--- config.mk ---
export PLATFORM = sky130hd
export DESIGN_NAME = jet_split_selector_core
export DESIGN_NICKNAME = d
export VERILOG_FILES = /design/src/rtl/core/jss_pkg.sv /design/src/rtl/core/jet_split_selector_core.sv /design/src/rtl/core/jss_front.sv /design/src/rtl/core/jss_queue.sv /design/src/rtl/core/jss_back.sv
export SDC_FILE = /design/constraint.sdc
export NUM_CORES = 2
export LEC_CHECK = 0
export ABC_AREA = 1
export BUFFER_PORTS_ARGS = -buffer_cell sky130_fd_sc_hd__buf_2
export CORE_MARGIN = 2
export CORE_UTILIZATION = 49
export CTS_CLUSTER_SIZE = 12
export DETAILED_ROUTE_END_ITERATION = 8
export PLACE_DENSITY = 0.72
export SLEW_MARGIN = 30
export SYNTH_ARGS = -nofsm -noshare
export SYNTH_HDL_FRONTEND = slang
export SYNTH_SLANG_ARGS = --single-unit
--- constraint.sdc ---
create_clock -name clk -period 8.8 [get_ports clk]
set_input_delay 0.44 -clock clk [delete_from_list [all_inputs] [get_ports clk]]
set_output_delay 0.44 -clock clk [all_outputs]
set_load 0.02 [all_outputs]
--- src/rtl/core/jss_pkg.sv ---
// jss_pkg: shared types, widths and codes for the jet split selector
// depends on nothing; imported by every module of the block

package jss_pkg;

  localparam int FRAC_W  = 17;
  localparam int PT_W    = 22;
  localparam int ANGLE_W = 16;
  localparam int KT_W    = 22;
  localparam int KAPPA_W = 24;
  localparam int INDEX_W = 6;
  localparam int SCORE_W = 49;
  localparam int MUL_W   = 22;
  localparam int PART_W  = MUL_W + ANGLE_W;

  localparam int MODE_W  = 3;
  localparam int POWER_W = 2;
  localparam int CFG_ADDR_W = 2;
  localparam int CFG_DATA_W = 22;

  localparam int MAX_SPLITS_DEF  = 64;
  localparam int QUEUE_DEPTH_DEF = 2;

  localparam int IN_DATA_W  = 128;
  localparam int OUT_DATA_W = 88;
  localparam int OUT_USER_W = 2;

  localparam logic [FRAC_W-1:0] FRAC_ONE = FRAC_W'(65536);
  localparam int DYN_SHIFT = 14;

  localparam logic [CFG_ADDR_W-1:0] REG_SELECT_MODE  = 2'd0;
  localparam logic [CFG_ADDR_W-1:0] REG_ANGLE_POWER  = 2'd1;
  localparam logic [CFG_ADDR_W-1:0] REG_KT_THRESHOLD = 2'd2;

  localparam logic [MODE_W-1:0] MODE_DYN_KAPPA = 3'd0;
  localparam logic [MODE_W-1:0] MODE_SOFT_PT   = 3'd1;
  localparam logic [MODE_W-1:0] MODE_Z         = 3'd2;
  localparam logic [MODE_W-1:0] MODE_KT        = 3'd3;
  localparam logic [MODE_W-1:0] MODE_LATE_KT   = 3'd4;
  localparam logic [MODE_W-1:0] MODE_KAPPA     = 3'd5;
  localparam logic [MODE_W-1:0] MODE_MAX_ZD2   = 3'd6;
  localparam logic [MODE_W-1:0] MODE_MIN_ZD2   = 3'd7;

  typedef struct packed {
    logic [MODE_W-1:0]  select_mode;
    logic [POWER_W-1:0] angle_power;
    logic [KT_W-1:0]    kt_threshold;
  } jss_cfg_t;

  typedef struct packed {
    logic [SCORE_W-1:0] score;
    logic               eligible;
    logic               want_min;
    logic               last;
    logic [FRAC_W-1:0]  frac;
    logic [ANGLE_W-1:0] angle;
    logic [KT_W-1:0]    kt;
    logic [PT_W-1:0]    pt;
  } jss_item_t;

endpackage

--- src/rtl/core/jet_split_selector_core.sv ---
// jet_split_selector_core: per-jet declustering selector, top level
// the front takes a new beat only after pushing the last one's score;
//   modes 0, 6 and 7 first score it on the front's shared 22x22 multiplier
// reset: rst_n sync active low, clears queue and jet state, cfg to defaults
// depends on jss_pkg, jss_front, jss_queue, jss_back

module jet_split_selector_core
  import jss_pkg::*;
#(
  parameter int MAX_SPLITS  = MAX_SPLITS_DEF,
  parameter int QUEUE_DEPTH = QUEUE_DEPTH_DEF
) (
  input  logic                   clk,
  input  logic                   rst_n,
  input  logic                   cfg_we,
  input  logic [CFG_ADDR_W-1:0]  cfg_addr,
  input  logic [CFG_DATA_W-1:0]  cfg_wdata,
  input  logic                   in_tvalid,
  output logic                   in_tready,
  // mom_frac, pair_pt, open_angle, rel_kt, soft_pt, kappa_val, zero fill
  input  logic [IN_DATA_W-1:0]   in_tdata,
  input  logic                   in_tlast,
  output logic                   out_tvalid,
  input  logic                   out_tready,
  // best_index, best_frac, best_angle, best_kt, best_pt, zero fill
  output logic [OUT_DATA_W-1:0]  out_tdata,
  // found, overflow
  output logic [OUT_USER_W-1:0]  out_tuser
);

  jss_cfg_t  cfg_r;
  jss_item_t push_item, pop_item;
  logic      push_valid, push_ready, pop_valid, pop_ready;

  logic [INDEX_W-1:0] best_index;
  logic [FRAC_W-1:0]  best_frac;
  logic [ANGLE_W-1:0] best_angle;
  logic [KT_W-1:0]    best_kt;
  logic [PT_W-1:0]    best_pt;
  logic               found, overflow;

  always_ff @(posedge clk) begin
    if (!rst_n) begin
      cfg_r.select_mode  <= MODE_DYN_KAPPA;
      cfg_r.angle_power  <= POWER_W'(1);
      cfg_r.kt_threshold <= '0;
    end else if (cfg_we) begin
      case (cfg_addr)
        REG_SELECT_MODE:  cfg_r.select_mode  <= cfg_wdata[MODE_W-1:0];
        REG_ANGLE_POWER:  cfg_r.angle_power  <= cfg_wdata[POWER_W-1:0];
        REG_KT_THRESHOLD: cfg_r.kt_threshold <= cfg_wdata[KT_W-1:0];
        default: ;
      endcase
    end
  end

  jss_front u_front (
    .clk        (clk),
    .rst_n      (rst_n),
    .cfg        (cfg_r),
    .in_valid   (in_tvalid),
    .in_ready   (in_tready),
    .mom_frac   (in_tdata[16:0]),
    .pair_pt    (in_tdata[38:17]),
    .open_angle (in_tdata[54:39]),
    .rel_kt     (in_tdata[76:55]),
    .soft_pt    (in_tdata[98:77]),
    .kappa_val  (in_tdata[122:99]),
    .last_split (in_tlast),
    .push_valid (push_valid),
    .push_ready (push_ready),
    .push_item  (push_item)
  );

  jss_queue #(
    .Depth (QUEUE_DEPTH)
  ) u_queue (
    .clk      (clk),
    .rst_n    (rst_n),
    .wr_valid (push_valid),
    .wr_ready (push_ready),
    .wr_item  (push_item),
    .rd_valid (pop_valid),
    .rd_ready (pop_ready),
    .rd_item  (pop_item)
  );

  jss_back #(
    .MaxSplits (MAX_SPLITS)
  ) u_back (
    .clk        (clk),
    .rst_n      (rst_n),
    .q_valid    (pop_valid),
    .q_ready    (pop_ready),
    .q_item     (pop_item),
    .out_valid  (out_tvalid),
    .out_ready  (out_tready),
    .best_index (best_index),
    .best_frac  (best_frac),
    .best_angle (best_angle),
    .best_kt    (best_kt),
    .best_pt    (best_pt),
    .found      (found),
    .overflow   (overflow)
  );

  assign out_tdata = {5'd0, best_pt, best_kt, best_angle, best_frac, best_index};
  assign out_tuser = {overflow, found};

endmodule

--- src/rtl/core/jss_front.sv ---
// jss_front: takes declusterings, scores them; modes 0, 6, 7 use a shared multiplier
// depends on jss_pkg

module jss_front
  import jss_pkg::*;
(
  input  logic                clk,
  input  logic                rst_n,
  input  jss_cfg_t            cfg,
  input  logic                in_valid,
  output logic                in_ready,
  input  logic [FRAC_W-1:0]   mom_frac,
  input  logic [PT_W-1:0]     pair_pt,
  input  logic [ANGLE_W-1:0]  open_angle,
  input  logic [KT_W-1:0]     rel_kt,
  input  logic [PT_W-1:0]     soft_pt,
  input  logic [KAPPA_W-1:0]  kappa_val,
  input  logic                last_split,
  output logic                push_valid,
  input  logic                push_ready,
  output jss_item_t           push_item
);

  localparam logic [2:0] ST_IDLE = 3'd0;
  localparam logic [2:0] ST_ZQ   = 3'd1;
  localparam logic [2:0] ST_PT   = 3'd2;
  localparam logic [2:0] ST_ZA   = 3'd3;
  localparam logic [2:0] ST_ALO  = 3'd4;
  localparam logic [2:0] ST_AHI  = 3'd5;
  localparam logic [2:0] ST_PUSH = 3'd6;

  localparam int SUM_W = PART_W + MUL_W;

  logic [2:0]         state_r, state_nxt;
  logic [FRAC_W-1:0]  frac_r;
  logic [PT_W-1:0]    pt_r;
  logic [ANGLE_W-1:0] ang_r;
  logic [KT_W-1:0]    kt_r;
  logic               last_r, elig_r, wmin_r, dyn_r;
  logic [POWER_W-1:0] pw_r, pw_nxt;
  logic [SCORE_W-1:0] acc_r, acc_nxt;
  logic [PART_W-1:0]  part_r;

  logic [FRAC_W-1:0]  zc;
  logic [MUL_W-1:0]   mul_a, mul_b;
  logic [2*MUL_W-1:0] prod;
  logic [SUM_W-1:0]   sum;
  logic               accept;

  assign in_ready   = (state_r == ST_IDLE);
  assign accept     = in_ready && in_valid;
  assign push_valid = (state_r == ST_PUSH);

  assign zc = (frac_r > FRAC_ONE) ? FRAC_ONE : frac_r;

  always_comb begin
    mul_a = '0;
    mul_b = '0;
    case (state_r)
      ST_ZQ: begin
        mul_a = MUL_W'(zc);
        mul_b = MUL_W'(FRAC_ONE - zc);
      end
      ST_PT: begin
        mul_a = acc_r[MUL_W-1:0];
        mul_b = pt_r;
      end
      ST_ZA: begin
        mul_a = MUL_W'(frac_r);
        mul_b = MUL_W'(ang_r);
      end
      ST_ALO: begin
        mul_a = acc_r[MUL_W-1:0];
        mul_b = MUL_W'(ang_r);
      end
      ST_AHI: begin
        mul_a = acc_r[2*MUL_W-1:MUL_W];
        mul_b = MUL_W'(ang_r);
      end
      default: begin
        mul_a = '0;
        mul_b = '0;
      end
    endcase
  end

  assign prod = mul_a * mul_b;
  assign sum  = SUM_W'(part_r) + (SUM_W'(prod[PART_W-1:0]) << MUL_W);

  always_comb begin
    state_nxt = state_r;
    acc_nxt   = acc_r;
    pw_nxt    = pw_r;
    case (state_r)
      ST_IDLE: begin
        if (in_valid) begin
          pw_nxt = cfg.angle_power;
          case (cfg.select_mode)
            MODE_DYN_KAPPA: state_nxt = ST_ZQ;
            MODE_MAX_ZD2, MODE_MIN_ZD2: state_nxt = ST_ZA;
            default: state_nxt = ST_PUSH;
          endcase
          case (cfg.select_mode)
            MODE_SOFT_PT: acc_nxt = SCORE_W'(soft_pt);
            MODE_Z:       acc_nxt = SCORE_W'(mom_frac);
            MODE_KT:      acc_nxt = SCORE_W'(rel_kt);
            MODE_LATE_KT: acc_nxt = SCORE_W'(open_angle);
            MODE_KAPPA:   acc_nxt = SCORE_W'(kappa_val);
            default:      acc_nxt = '0;
          endcase
        end
      end
      ST_ZQ: begin
        acc_nxt   = SCORE_W'(prod[2*MUL_W-1:16]);
        state_nxt = ST_PT;
      end
      ST_PT: begin
        acc_nxt   = SCORE_W'(prod);
        state_nxt = (pw_r != '0) ? ST_ALO : ST_PUSH;
      end
      ST_ZA: begin
        acc_nxt   = SCORE_W'(prod);
        state_nxt = ST_ALO;
      end
      ST_ALO: begin
        state_nxt = ST_AHI;
      end
      ST_AHI: begin
        acc_nxt = dyn_r ? SCORE_W'(sum >> DYN_SHIFT) : SCORE_W'(sum);
        if (!dyn_r || pw_r == POWER_W'(1)) begin
          state_nxt = ST_PUSH;
        end else begin
          pw_nxt    = pw_r - POWER_W'(1);
          state_nxt = ST_ALO;
        end
      end
      ST_PUSH: begin
        if (push_ready) begin
          state_nxt = ST_IDLE;
        end
      end
      default: state_nxt = ST_IDLE;
    endcase
  end

  always_ff @(posedge clk) begin
    if (!rst_n) begin
      state_r <= ST_IDLE;
    end else begin
      state_r <= state_nxt;
    end
  end

  always_ff @(posedge clk) begin
    acc_r <= acc_nxt;
    pw_r  <= pw_nxt;
    if (state_r == ST_ALO) begin
      part_r <= prod[PART_W-1:0];
    end
    if (accept) begin
      frac_r <= mom_frac;
      pt_r   <= pair_pt;
      ang_r  <= open_angle;
      kt_r   <= rel_kt;
      last_r <= last_split;
      dyn_r  <= (cfg.select_mode == MODE_DYN_KAPPA);
      elig_r <= (cfg.select_mode != MODE_LATE_KT) || (rel_kt > cfg.kt_threshold);
      wmin_r <= (cfg.select_mode == MODE_LATE_KT) || (cfg.select_mode == MODE_MIN_ZD2);
    end
  end

  always_comb begin
    push_item.score    = acc_r;
    push_item.eligible = elig_r;
    push_item.want_min = wmin_r;
    push_item.last     = last_r;
    push_item.frac     = frac_r;
    push_item.angle    = ang_r;
    push_item.kt       = kt_r;
    push_item.pt       = pt_r;
  end

endmodule

--- src/rtl/core/jss_queue.sv ---
// jss_queue: short fifo of scored items between the front and the back
// depends on jss_pkg

module jss_queue
  import jss_pkg::*;
#(
  parameter int Depth = QUEUE_DEPTH_DEF
) (
  input  logic      clk,
  input  logic      rst_n,
  input  logic      wr_valid,
  output logic      wr_ready,
  input  jss_item_t wr_item,
  output logic      rd_valid,
  input  logic      rd_ready,
  output jss_item_t rd_item
);

  localparam int PTR_W = (Depth > 1) ? $clog2(Depth) : 1;
  localparam int CNT_W = $clog2(Depth + 1);

  jss_item_t        mem_r [Depth];
  logic [PTR_W-1:0] wptr_r, rptr_r;
  logic [CNT_W-1:0] cnt_r;
  logic             do_wr, do_rd;

  assign wr_ready = (cnt_r != CNT_W'(Depth));
  assign rd_valid = (cnt_r != '0);
  assign do_wr    = wr_valid && wr_ready;
  assign do_rd    = rd_valid && rd_ready;
  assign rd_item  = mem_r[rptr_r];

  always_ff @(posedge clk) begin
    if (!rst_n) begin
      wptr_r <= '0;
      rptr_r <= '0;
      cnt_r  <= '0;
    end else begin
      if (do_wr) begin
        wptr_r <= (wptr_r == PTR_W'(Depth - 1)) ? '0 : wptr_r + PTR_W'(1);
      end
      if (do_rd) begin
        rptr_r <= (rptr_r == PTR_W'(Depth - 1)) ? '0 : rptr_r + PTR_W'(1);
      end
      if (do_wr && !do_rd) begin
        cnt_r <= cnt_r + CNT_W'(1);
      end else if (do_rd && !do_wr) begin
        cnt_r <= cnt_r - CNT_W'(1);
      end
    end
  end

  always_ff @(posedge clk) begin
    if (do_wr) begin
      mem_r[wptr_r] <= wr_item;
    end
  end

endmodule

--- src/rtl/core/jss_back.sv ---
// jss_back: keeps the running best per jet and emits the result on the last beat
// depends on jss_pkg

module jss_back
  import jss_pkg::*;
#(
  parameter int MaxSplits = MAX_SPLITS_DEF
) (
  input  logic                  clk,
  input  logic                  rst_n,
  input  logic                  q_valid,
  output logic                  q_ready,
  input  jss_item_t             q_item,
  output logic                  out_valid,
  input  logic                  out_ready,
  output logic [INDEX_W-1:0]    best_index,
  output logic [FRAC_W-1:0]     best_frac,
  output logic [ANGLE_W-1:0]    best_angle,
  output logic [KT_W-1:0]       best_kt,
  output logic [PT_W-1:0]       best_pt,
  output logic                  found,
  output logic                  overflow
);

  localparam int CNT_W = $clog2(MaxSplits + 1);

  logic [CNT_W-1:0]   cnt_r, cnt_nxt;
  logic [SCORE_W-1:0] score_r, score_nxt;
  logic [INDEX_W-1:0] pos_r, pos_nxt;
  logic               found_r, found_nxt;
  logic               ovf_r, ovf_nxt;
  logic [FRAC_W-1:0]  frac_r, frac_nxt;
  logic [ANGLE_W-1:0] ang_r, ang_nxt;
  logic [KT_W-1:0]    kt_r, kt_nxt;
  logic [PT_W-1:0]    pt_r, pt_nxt;
  logic               take, pop;

  logic               ov_r;
  logic [INDEX_W-1:0] o_index_r;
  logic [FRAC_W-1:0]  o_frac_r;
  logic [ANGLE_W-1:0] o_angle_r;
  logic [KT_W-1:0]    o_kt_r;
  logic [PT_W-1:0]    o_pt_r;
  logic               o_found_r, o_ovf_r;

  assign q_ready = !q_item.last || !ov_r || out_ready;
  assign pop     = q_valid && q_ready;

  always_comb begin
    cnt_nxt   = cnt_r;
    score_nxt = score_r;
    pos_nxt   = pos_r;
    found_nxt = found_r;
    ovf_nxt   = ovf_r;
    frac_nxt  = frac_r;
    ang_nxt   = ang_r;
    kt_nxt    = kt_r;
    pt_nxt    = pt_r;
    take      = 1'b0;
    if (cnt_r >= CNT_W'(MaxSplits)) begin
      ovf_nxt = 1'b1;
    end else begin
      if (!q_item.eligible) begin
        take = 1'b0;
      end else if (!found_r) begin
        take = 1'b1;
      end else begin
        take = q_item.want_min ? (q_item.score < score_r) : (q_item.score > score_r);
      end
      if (take) begin
        score_nxt = q_item.score;
        pos_nxt   = INDEX_W'(cnt_r);
        found_nxt = 1'b1;
        frac_nxt  = q_item.frac;
        ang_nxt   = q_item.angle;
        kt_nxt    = q_item.kt;
        pt_nxt    = q_item.pt;
      end
      cnt_nxt = cnt_r + CNT_W'(1);
    end
  end

  always_ff @(posedge clk) begin
    if (!rst_n) begin
      cnt_r   <= '0;
      score_r <= '0;
      pos_r   <= '0;
      found_r <= 1'b0;
      ovf_r   <= 1'b0;
      frac_r  <= '0;
      ang_r   <= '0;
      kt_r    <= '0;
      pt_r    <= '0;
    end else if (pop) begin
      if (q_item.last) begin
        cnt_r   <= '0;
        score_r <= '0;
        pos_r   <= '0;
        found_r <= 1'b0;
        ovf_r   <= 1'b0;
        frac_r  <= '0;
        ang_r   <= '0;
        kt_r    <= '0;
        pt_r    <= '0;
      end else begin
        cnt_r   <= cnt_nxt;
        score_r <= score_nxt;
        pos_r   <= pos_nxt;
        found_r <= found_nxt;
        ovf_r   <= ovf_nxt;
        frac_r  <= frac_nxt;
        ang_r   <= ang_nxt;
        kt_r    <= kt_nxt;
        pt_r    <= pt_nxt;
      end
    end
  end

  // output register
  always_ff @(posedge clk) begin
    if (!rst_n) begin
      ov_r <= 1'b0;
    end else if (pop && q_item.last) begin
      ov_r <= 1'b1;
    end else if (out_ready) begin
      ov_r <= 1'b0;
    end
  end

  always_ff @(posedge clk) begin
    if (pop && q_item.last) begin
      o_found_r <= found_nxt;
      o_ovf_r   <= ovf_nxt;
      o_index_r <= found_nxt ? pos_nxt : '0;
      o_frac_r  <= found_nxt ? frac_nxt : '0;
      o_angle_r <= found_nxt ? ang_nxt : '0;
      o_kt_r    <= found_nxt ? kt_nxt : '0;
      o_pt_r    <= found_nxt ? pt_nxt : '0;
    end
  end

  assign out_valid  = ov_r;
  assign found      = o_found_r;
  assign overflow   = o_ovf_r;
  assign best_index = o_index_r;
  assign best_frac  = o_frac_r;
  assign best_angle = o_angle_r;
  assign best_kt    = o_kt_r;
  assign best_pt    = o_pt_r;

endmodule

==> flow_summary.json <==
{
  "ant_nets": 0,
  "dieArea_mm2": 0.103,
  "clock_path_buffers": 3,
  "cts.clk_slew.worst_paths_ns": 0.07,
  "post-synth-top-count-cell": "nand2_1",
  "synthTopCellsByArea": "edfxtp_1, fa_1, nand2_1, inv_1, dfxtp_1",
  "clock_latency_ns": 0.65,
  "yosys_warnings": 0,
  "rsz0062_at_grt": "true",
  "drt-initial-drc-count": 4339,
  "coreArea_mm2": 0.100,
  "drt-total-wl_mm": 158,
  "antenna_found_initial": 9,
  "grt_pass1_vias": 39200,
  "ys_seq_area_share_pct": 38.3,
  "drc": 0,
  "grt_max_degree": 86,
  "layout_setup_ws_ns": 0.210,
  "required_ns": 9.21,
  "std_cell_rows": 116,
  "p_int_mw": 10.4,
  "cpMostUsedCell": "nand2_1",
  "drive_gt1_share_pct": 17.3,
  "endpoint_kind": "register",
  "grt_use_total_pct": 30.0,
  "post-route-period-util_pct": 97.6,
  "die_h_um": 322,
  "power_density_mw_per_mm2": 339,
  "startpoint_type": "register",
  "root_buffer": "clkbuf_16",
  "grt-ovfl-total": 0,
  "critical_path_class": "register to register",
  "worst_slew_pin_slew_ns": 0.980,
  "synth_top_area_share_pct": 31.2,
  "ir_drop_mv": 0.340,
  "pre_cts_slack_ns": -0.0698,
  "power_switching_mw": 9.27,
  "cts_max_level": 3,
  "hold_violations": 0,
  "min_path_type": "input port to register",
  "synth_seq_cells": 690,
  "nets": 7030,
  "p_leak_nw": 26.7,
  "cp.buffers_inverters": 10,
  "cpMaxStageDelayCell": "fa_1",
  "synthFlopType": "edfxtp_1",
  "synth_cell_types": 62,
  "skew_ns": 0.0476,
  "async_reset_ff_share_pct": 0,
  "netlist_area_mm2": 0.0494,
  "cts_made_buffers": 71,
  "drt_pass1_iterations": 8,
  "crit_arrival_ns": 9.00,
  "slowest_delay_ns": 0.51,
  "period_minus_slack_ns": 8.59,
  "setup_violations": 0,
  "start_util_pct": 49.4,
  "portBuffers": 239,
  "area_growth_pct": 17.3,
  "syn_inst": 5768,
  "power.share.sequential_pct": 25.5,
  "dp_hpwl_mm": 120,
  "setup_tns_ns": 0,
  "status": "completed",
  "cp_top_family": "adder cells",
  "power_mw": 19.6,
  "yosysTopAreaCell": "edfxtp_1",
  "grt_pass1_wl_mm": 236,
  "drv_slew": 0,
  "num_io_pins": 250,
  "avgSynthCellArea_um2": 8.57,
  "fill_cells": 8547,
  "combPwrFrac_pct": 59.6,
  "slew_headroom_pct": 34.7,
  "synth_common_cells": "nand2_1, inv_1, edfxtp_1, fa_1, nor2_1",
  "clkPwrFrac_pct": 14.9,
  "synth_edf_count": 513,
  "worst-path-max-fanout": 8,
  "vias": 41200,
  "max_cap_violations": 0,
  "swShare_pct": 47.3,
  "fmax_mhz": 116,
  "viasPerCell": 5.43,
  "cts.sinks": 690,
  "cts_tree": "built",
  "wl_per_cell_um": 20.8,
  "dieWidth_um": 322,
  "place.gp.congestion": 1.03
}
## per-stage QoR
step | area [um^2] | std cells | util, % | hold slack (ns)
after floorplan | 49400 | 5772 | - | 0.421
after global placement | 53800 | 7382 | 53.8 | 0.425
after detailed placement | 53800 | 7384 | 53.8 | 0.431
after CTS | 56300 | 7534 | 56.3 | 0.00122
after global routing | 58000 | 7578 | 58.0 | 0.000438
final | 58000 | 7580 | 58.0 | 0.0179
## flip-flops by register name, summed over array words and instances, names as in the netlist, 16 cells and up, named ones only
name / count
u_back.score_r: 49
u_back.best_pt: 22
u_back.kt_r: 22
u_front.frac_r: 17
u_front.pt_r: 22
u_back.pt_r: 22
cfg_r: 27
u_queue.mem_r: 258
u_front.kt_r: 22
u_front.part_r: 38
u_front.acc_r: 49
u_front.ang_r: 16
u_back.best_frac: 17
u_back.best_angle: 16
u_back.best_kt: 22
u_back.ang_r: 16
u_back.frac_r: 17
## cell families after synthesis
group                      Yosys count  synth area share [%]
adders and majority gates          650                  22.5
xor gates and xnor gates            45                 0.798
and+or+nand+nor                   2414                  20.3
DFF                                690                  38.3
muxes                                2                0.0405
AOI/OAI and AO/OA                  586                  7.15
other                                1               0.00759
buffers and inverters             1380                  10.9
## routing by layer
| metal | GRT usage (%) | vias to the layer above | wire, um |
|---|---|---|---|
| met1 | 41.8 | 20000 | 64200 |
| li1 | - | 19000 | - |
| met5 | 0 | - | 99 |
| met4 | 9.94 | 10 | 6540 |
| met3 | 5.50 | 341 | 15000 |
| met2 | 47.4 | 1882 | 71900 |
## worst paths after layout
check / start / end / slack, ns / cells after the start
worst min register to register: u_front.kt_r[9]$_DFFE_PP_ / u_queue.mem_r[1][31]$_DFFE_PP_ / 0.44 / 0
worst min-delay path: in_tdata[24] / u_front.pt_r[7]$_DFFE_PP_ / 0.02 / 1
worst max register to register: u_front.frac_r[0]$_DFFE_PP_ / u_front.acc_r[41]$_DFFE_PP_ / 0.21 / 43
worst max-delay path: u_front.frac_r[0]$_DFFE_PP_ / u_front.acc_r[41]$_DFFE_PP_ / 0.21 / 43
## power groups by stage
stage | sequential (mW) | clock, mW | combinational (mW)
floorplan | 4.89 | 0 | 5.87
global route | 5.04 | 3.08 | 12.6
finish | 5.01 | 2.92 | 11.7
global placement | 5.01 | 0 | 10.1
detailed placement | 5.03 | 0 | 10.2
CTS | 4.97 | 2.95 | 10.3
## layout make-up
type	instances	area [um^2]	share of cell area, %
Tap cell	1298	1620	2.80
Clock inverter	11	111	0.192
Sequential cell	690	19000	32.7
Antenna cell	3	7.51	0.0130
Multi-Input combinational cell	3702	26400	45.5
Timing Repair Buffer	615	4470	7.71
Clock buffer	119	2100	3.63
Inverter	1142	4310	7.43
## cells in the final DEF (no fill, tap or decap), types with 23 or more instances in the layout
cell          n
inv_2        41
or2_2        51
dfxtp_1     176
clkbuf_16    80
nor2_2       25
a22oi_1      28
o21ai_0     130
buf_2       239
buf_4       317
a21oi_1     247
nor2_4       30
clkbuf_1     38
ha_1        220
xor2_1       29
fa_1        388
nand4_1      27
nand2_1    1439
nand2_2      97
nand3_1     316
ha_4         23
edfxtp_1    513
nor2_1      343
inv_1      1088
## repair_timing
item	CTS	global route
gates cloned	0	5
setup endpoints to repair	17	41
setup buffers	0	37
gates resized for setup	7	304
hold buffers	20	1
endpoints found under the hold margin	20	1
pin swaps	0	101
Power figures use the tool's default switching activity.
